<file path="config.mk">
export PLATFORM = sky130hd
export DESIGN_NAME = bpa_ctrl
export DESIGN_NICKNAME = d
export VERILOG_FILES = /design/src/sv/bpa_pkg.sv /design/src/sv/bpa_ctrl.sv
export SDC_FILE = /design/constraint.sdc
export NUM_CORES = 1
export LEC_CHECK = 0
export ABC_AREA = 1
export ABC_CLOCK_PERIOD_IN_PS = 2700
export BUFFER_PORTS_ARGS = -buffer_cell sky130_fd_sc_hd__buf_2
export CAP_MARGIN = 20
export CORE_MARGIN = 8
export CORE_UTILIZATION = 49
export CTS_CLUSTER_SIZE = 25
export DETAILED_ROUTE_END_ITERATION = 16
export PLACE_DENSITY_LB_ADDON = 0.2
export RECOVER_POWER = 50
export SKIP_LAST_GASP = 1
export SLEW_MARGIN = 5
export SYNTH_ARGS = -nofsm -noshare
export SYNTH_HDL_FRONTEND = slang
export SYNTH_SLANG_ARGS = --single-unit
</file>
<file path="constraint.sdc">
create_clock -name clk -period 2.7 [get_ports clk]
set_clock_uncertainty 0.1 [all_clocks]
set_input_delay 0.27 -clock clk [delete_from_list [all_inputs] [get_ports clk]]
set_output_delay 0.27 -clock clk [all_outputs]
set_load 0.01 [all_outputs]
</file>
<file path="src/sv/bpa_pkg.sv">
package bpa_pkg;

  // Width used for page and range comparisons. It holds any page count,
  // any usable page count and a block size up to the largest order.
  localparam int CW = 18;

  // Width of the usable page count register.
  localparam int USABLE_W = 11;
  localparam logic [USABLE_W-1:0] USABLE_RESET = 11'd1024;

  typedef enum logic [1:0] {
    OP_ALLOC   = 2'd0,
    OP_FREE    = 2'd1,
    OP_REBUILD = 2'd2,
    OP_NOP     = 2'd3
  } op_t;

  typedef enum logic [1:0] {
    ST_OK        = 2'd0,
    ST_BAD_ORDER = 2'd1,
    ST_NO_BLOCK  = 2'd2,
    ST_RANGE     = 2'd3
  } status_t;

  typedef struct packed {
    op_t        operation;
    logic [3:0] order;
    logic [9:0] page_index;
  } req_t;

  typedef struct packed {
    logic [9:0] granted_page;
    status_t    status;
  } rsp_t;

  typedef enum logic [3:0] {
    S_INIT_CLR,
    S_IDLE,
    S_START,
    S_SEARCH,
    S_WAIT,
    S_UNLINK,
    S_UNL_CLR,
    S_A_CHK,
    S_SPLIT,
    S_PUSH1,
    S_PUSH2,
    S_F_STEP,
    S_RB_CLR,
    S_BUILD,
    S_DONE
  } state_t;

  // Commands from the controller to the datapath.
  typedef struct packed {
    logic    latch_req;
    logic    clr_heads;
    logic    sweep_step;
    logic    build_init;
    logic    build_step;
    logic    search_next;
    logic    pop;
    logic    unlink;
    logic    unlink_clr;
    logic    take_pg;
    logic    merge;
    logic    bud_sel;
    logic    split;
    logic    push_setup;
    logic    push1;
    logic    push2;
    logic    set_res;
    logic    res_grant;
    status_t res_status;
    logic    load_rsp;
  } cmd_t;

  // Status from the datapath to the controller.
  typedef struct packed {
    op_t  op;
    logic ord_bad;
    logic page_bad;
    logic best_top;
    logic head_nil;
    logic at_order;
    logic split_oob;
    logic merge_stop;
    logic tag_hit;
    logic pg_bad;
    logic sweep_last;
    logic build_last;
    logic rsp_free;
  } sts_t;

endpackage

</file>
<file path="src/sv/bpa_ctrl.sv">
module bpa_ctrl (
  input  logic          clk,
  input  logic          rst,
  input  logic          req_valid,
  output logic          req_ready,
  input  bpa_pkg::sts_t sts,
  output bpa_pkg::cmd_t cmd
);

  bpa_pkg::state_t state;
  bpa_pkg::state_t state_next;

  // State register; reset starts the tag memory clearing sweep.
  always_ff @(posedge clk) begin
    if (rst) begin
      state <= bpa_pkg::S_INIT_CLR;
    end else begin
      state <= state_next;
    end
  end

  // Next state and datapath commands.
  always_comb begin
    state_next = state;
    cmd        = '0;
    req_ready  = 1'b0;
    case (state)
      bpa_pkg::S_INIT_CLR: begin
        cmd.sweep_step = 1'b1;
        if (sts.sweep_last) begin
          state_next = bpa_pkg::S_IDLE;
        end
      end
      bpa_pkg::S_IDLE: begin
        req_ready = 1'b1;
        if (req_valid) begin
          cmd.latch_req = 1'b1;
          state_next    = bpa_pkg::S_START;
        end
      end
      bpa_pkg::S_START: begin
        case (sts.op)
          bpa_pkg::OP_ALLOC: begin
            if (sts.ord_bad) begin
              cmd.set_res    = 1'b1;
              cmd.res_status = bpa_pkg::ST_BAD_ORDER;
              state_next     = bpa_pkg::S_DONE;
            end else begin
              state_next = bpa_pkg::S_SEARCH;
            end
          end
          bpa_pkg::OP_FREE: begin
            if (sts.ord_bad) begin
              cmd.set_res    = 1'b1;
              cmd.res_status = bpa_pkg::ST_BAD_ORDER;
              state_next     = bpa_pkg::S_DONE;
            end else if (sts.page_bad) begin
              cmd.set_res    = 1'b1;
              cmd.res_status = bpa_pkg::ST_RANGE;
              state_next     = bpa_pkg::S_DONE;
            end else begin
              state_next = bpa_pkg::S_F_STEP;
            end
          end
          bpa_pkg::OP_REBUILD: begin
            cmd.clr_heads = 1'b1;
            state_next    = bpa_pkg::S_RB_CLR;
          end
          default: begin
            cmd.set_res    = 1'b1;
            cmd.res_status = bpa_pkg::ST_OK;
            state_next     = bpa_pkg::S_DONE;
          end
        endcase
      end
      // Walk up the free lists until one is not empty or none is left.
      bpa_pkg::S_SEARCH: begin
        if (sts.best_top) begin
          cmd.set_res    = 1'b1;
          cmd.res_status = bpa_pkg::ST_NO_BLOCK;
          state_next     = bpa_pkg::S_DONE;
        end else if (sts.head_nil) begin
          cmd.search_next = 1'b1;
        end else begin
          cmd.pop    = 1'b1;
          state_next = bpa_pkg::S_WAIT;
        end
      end
      bpa_pkg::S_WAIT: begin
        state_next = bpa_pkg::S_UNLINK;
      end
      bpa_pkg::S_UNLINK: begin
        if (sts.op == bpa_pkg::OP_FREE && !sts.tag_hit) begin
          cmd.push_setup = 1'b1;
          state_next     = bpa_pkg::S_PUSH1;
        end else if (sts.op == bpa_pkg::OP_FREE) begin
          cmd.unlink = 1'b1;
          cmd.merge  = 1'b1;
          state_next = bpa_pkg::S_UNL_CLR;
        end else begin
          cmd.unlink  = 1'b1;
          cmd.take_pg = 1'b1;
          state_next  = bpa_pkg::S_UNL_CLR;
        end
      end
      // The unlinked page gets null links once its neighbors are patched.
      bpa_pkg::S_UNL_CLR: begin
        cmd.unlink_clr = 1'b1;
        if (sts.op == bpa_pkg::OP_FREE) begin
          state_next = bpa_pkg::S_F_STEP;
        end else begin
          state_next = bpa_pkg::S_A_CHK;
        end
      end
      bpa_pkg::S_A_CHK: begin
        if (sts.pg_bad) begin
          cmd.set_res    = 1'b1;
          cmd.res_status = bpa_pkg::ST_RANGE;
          state_next     = bpa_pkg::S_DONE;
        end else begin
          state_next = bpa_pkg::S_SPLIT;
        end
      end
      // Hand the upper half down one order at a time.
      bpa_pkg::S_SPLIT: begin
        if (sts.at_order) begin
          cmd.set_res    = 1'b1;
          cmd.res_grant  = 1'b1;
          cmd.res_status = bpa_pkg::ST_OK;
          state_next     = bpa_pkg::S_DONE;
        end else begin
          cmd.split = 1'b1;
          if (!sts.split_oob) begin
            state_next = bpa_pkg::S_PUSH1;
          end
        end
      end
      bpa_pkg::S_PUSH1: begin
        cmd.push1  = 1'b1;
        state_next = bpa_pkg::S_PUSH2;
      end
      bpa_pkg::S_PUSH2: begin
        cmd.push2 = 1'b1;
        if (sts.op == bpa_pkg::OP_ALLOC) begin
          state_next = bpa_pkg::S_SPLIT;
        end else begin
          cmd.set_res    = 1'b1;
          cmd.res_status = bpa_pkg::ST_OK;
          state_next     = bpa_pkg::S_DONE;
        end
      end
      // One merge attempt per pass: check the buddy, then unlink it; when merging stops, push the block.
      bpa_pkg::S_F_STEP: begin
        if (sts.merge_stop) begin
          cmd.push_setup = 1'b1;
          state_next     = bpa_pkg::S_PUSH1;
        end else begin
          cmd.bud_sel = 1'b1;
          state_next  = bpa_pkg::S_WAIT;
        end
      end
      bpa_pkg::S_RB_CLR: begin
        cmd.sweep_step = 1'b1;
        if (sts.sweep_last) begin
          cmd.build_init = 1'b1;
          state_next     = bpa_pkg::S_BUILD;
        end
      end
      bpa_pkg::S_BUILD: begin
        cmd.build_step = 1'b1;
        if (sts.build_last) begin
          cmd.set_res    = 1'b1;
          cmd.res_status = bpa_pkg::ST_OK;
          state_next     = bpa_pkg::S_DONE;
        end
      end
      bpa_pkg::S_DONE: begin
        if (sts.rsp_free) begin
          cmd.load_rsp = 1'b1;
          state_next   = bpa_pkg::S_IDLE;
        end
      end
      default: begin
        state_next = bpa_pkg::S_IDLE;
      end
    endcase
  end

endmodule

</file>
# Word level (Yosys, flattened, before mapping)
# Index checks and enable logic that the tools add are counted.
# W data, S select, Z words.
# word_totals
regBits	4
latchBits	0
mem_bits_rw	0
romBits	0
in_bits	17
output_inout_bits	22
mem_count	0
# op_classes
addsub	0
mul	0
div_mod_pow	0
magnitude_cmp	0
eq_ne	23
n_shift	0
mux	68
n_bitwise	0
n_reduce_logical	6
# op_table
cell	n
$mux W4	15
$pmux W4 S15	1
$mux W1	35
$eq A4 B4 Y1 const B	7
$eq A4 B3 Y1 const B	4
$mux W2	8
$pmux W4 S3	1
$ne A2 B2 Y1 const B	5
$mux W3	3
$eq A4 B2 Y1 const B	2
$pmux W2 S4	1
$reduce_and A7 Y1	1
$ne A3 B3 Y1 const B	2
$pmux W1 S6	1
$eq A4 B1 Y1 const B	1
$logic_not A4 Y1	1
$pmux W2 S2	1
$pmux W1 S3	1
$eq A2 B1 Y1 const B	1
$eq A2 B2 Y1 const B	1
$logic_not A2 Y1	1
$pmux W1 S2	1
$reduce_or A2 Y1	1
$logic_and A1 B1 Y1	1
$logic_not A1 Y1	1

# Depth between registers and ports, before layout
# logic_depth
ltp_word	4
mapped_depth	11
mapped_depth_nobuf	10

# Worst setup path before layout
# No wires, ideal clock.
# synth_timing
kind	register -> output
from	reg state[2]
to	out cmd[1] in the netlist's numbering
arrival_ns	1.205
required_time_ns	2.330
setup_slack_ns	1.125
stages_incl_launch_ff	7
path_cell_list	dfxtp_1 > buf_2 > nor2_2 > nand2_1 > inv_2 > o21ai_0 > o21ai_0
# synth_lines
element	line_no	source
start: declaration	bpa_ctrl.sv:10	bpa_pkg::state_t state;
start signal: assignment	bpa_ctrl.sv:16	state <= bpa_pkg::S_INIT_CLR;
start signal: assignment	bpa_ctrl.sv:18	state <= state_next;
end: declaration	bpa_ctrl.sv:7	output bpa_pkg::cmd_t cmd

==> out/results.tsv <==
metric	value	unit
status	finished, final reports clean	
drive_gt1_share	22.9	%
crit_buf_inv	2	
period_share	79.6	%
combPwrFrac	72.0	%
cts_tree	yes	
pre_cts_ws	0.943	ns
postCtsHoldBufs	0	
crit_path_start	state[2]	
crit_type	flop to output port	
clockBufferDepth	2	
power_frac_seq	18.0	%
syn_nets	175	
post_cts_resized	0	
drtPass1Iterations	4	
leakage	0.637	nW
fin_nets	216	
timing.slew.headroom	58.1	%
arrival	1.78	ns
gr-total-overflow	0	
rows	14	
ys_ff_latch	4	
root_buffer	clkbuf_4	
grt_pass1_wl	4.08	mm
vias	1064	
wl_per_cell	11.7	um
tightest_slew	0.627	ns
fin_cells	208	
grt_max_degree	10	
synth_area_leader_cell	nand2_1	
initial_utilization	52.1	%
fin_hold_ws	0.147	ns
largest_register_ffs	4	
yosysWarnings	0	
power_density	733	mW/mm^2
slowest_delay	0.52	ns
clock-sinks	4	
min_from	rst	
drc	0	
worstPathRequired	2.33	ns
dp_hpwl	2.06	mm
fin_setup_tns	0	ns
fp.dieW	56.0	um
antenna_cells	0	
fmax	0.465	GHz
dieArea	0.00314	sq mm
gp_congestion	0.898	
crit_path_top_delay_cell	nor2_1	
io_pins	39	
dpl.cell_count	205	
antenna_left	0	
cp-start-kind	flop	
worstReg2RegStart	state[2]	
switchingPower	418	uW
path_clk_slew	0.04	ns
placed_cell_area	982	sq um
synthTopCellsByArea	nand2_1 (19%), nand3_1 (11%), inv_1 (11%), nor2_1 (11%), dfxtp_1 (10%)	
critPathCaptureType	output port	
largestRegisters	state (4)	
holdCritPathClass	primary input to flop	
path_delay_family	simple AND/OR/NAND/NOR gates	
rsz0062_at_grt	no	
finalSetupViolations	0	
syn_avg_cell_area	5.13	sq um
min_period	2.15	ns
setup_slack	0.550	ns
p_total	726	uW
netlist_area	785	sq um
core-area	0.00151	sq mm
maxCapViolCount	0	
numCtsBuffers	3	
via_per_inst	5.12	
grt_use_total	14.4	%
worstPathCellList	nor2_1 -> nand2_1 -> inv_2 -> o21ai_0 -> o21ai_0 -> buf_2	
synth-seq-area-share	10.2	%
slew_viol_final	0	
antenna_found_initial	0	
swShare	57.6	%
timing_hold_violations_final	0	
clk_latency	0.23	ns
design_area	990	sq um
intPower	307	uW
cp_common_cell	o21ai_0	
cp_max_fo	9	
ys_types	21	
peakVddDrop	641	uV
drt-initial-drc-count	29	
die_y	56.0	um
pwr-share-clk	10.0	%
fin_util	65.7	%
top_register	state	
grt_pass1_vias	1020	
finalWirelength	2.43	mm
syn_to_final_growth	26.2	%
synth_cells	153	
h-tree-depth	1	
synth_top_area_share	18.7	%
portBuffers	38	
cts_setup_buffers	0	
final timing paths:
path	depth (start not counted)	slack, ns	endpoint
hold reg to reg	2	0.45	state[3]
setup reg to reg	8	0.84	state[1]
setup / recovery	6	0.55	cmd[1]
hold / removal	2	0.15	state[1]
cells in the final DEF (no fill, tap or decap), drive strengths merged, types with 4 or more instances in the layout:
cell,netlist,final
a21oi,6,6
buf,2,32
clkbuf,0,9
dfxtp,4,4
ha,5,5
inv,28,28
nand2,41,41
nand3,18,18
nor2,28,28
nor3,6,6
o21ai,7,7
metal layers:
metal | global-route usage [%] | vias up | part of all wire, %
met5 | 0 | - | 0
li1 | - | 558 | -
met4 | 5.15 | 0 | 2.0
met1 | 17.5 | 447 | 47
met2 | 23.5 | 53 | 42
met3 | 3.88 | 6 | 8.8
power by group through the flow:
| stage | sequential [mW] | combinational (mW) | clock [mW] |
|---|---|---|---|
| 5_1_grt | 0.136 | 0.587 | 0.0789 |
| 4_1_cts | 0.131 | 0.533 | 0.0754 |
| 2_1_floorplan | 0.106 | 0.418 | 0 |
| 3_5_place_dp | 0.132 | 0.531 | 0 |
| 3_3_place_gp | 0.129 | 0.527 | 0 |
| 6_report | 0.131 | 0.522 | 0.0727 |
area by class of cell:
| type | count | area, sq um |
|---|---|---|
| inverter | 28 | 105 |
| sequential | 4 | 80.1 |
| fill | 159 | 517 |
| clock buffer | 3 | 22.5 |
| multi-input combinational | 119 | 579 |
| tap | 16 | 20.0 |
| timing repair buffer | 38 | 183 |
cell usage after synthesis (all sizes together):
cell,number
nand2,41
inv,28
nor2,28
nand3,18
o21ai,7
a21oi,6
nor3,6
ha,5
dfxtp,4
buf,2
nand3b,2
nand4,2
o211ai,1
o21a,1
o22ai,1
or2,1
cell families (layout without fill, tap and decap cells):
group	after synthesis	after routing	share of synthesized area (%)
DFF	4	4	10.2
AOI/OAI and AO/OA	16	16	11.0
buffers and inverters	30	69	15.0
adders and majority gates	5	5	7.97
and+or+nand+nor	98	98	55.8
(Power assumes the default switching activity.)
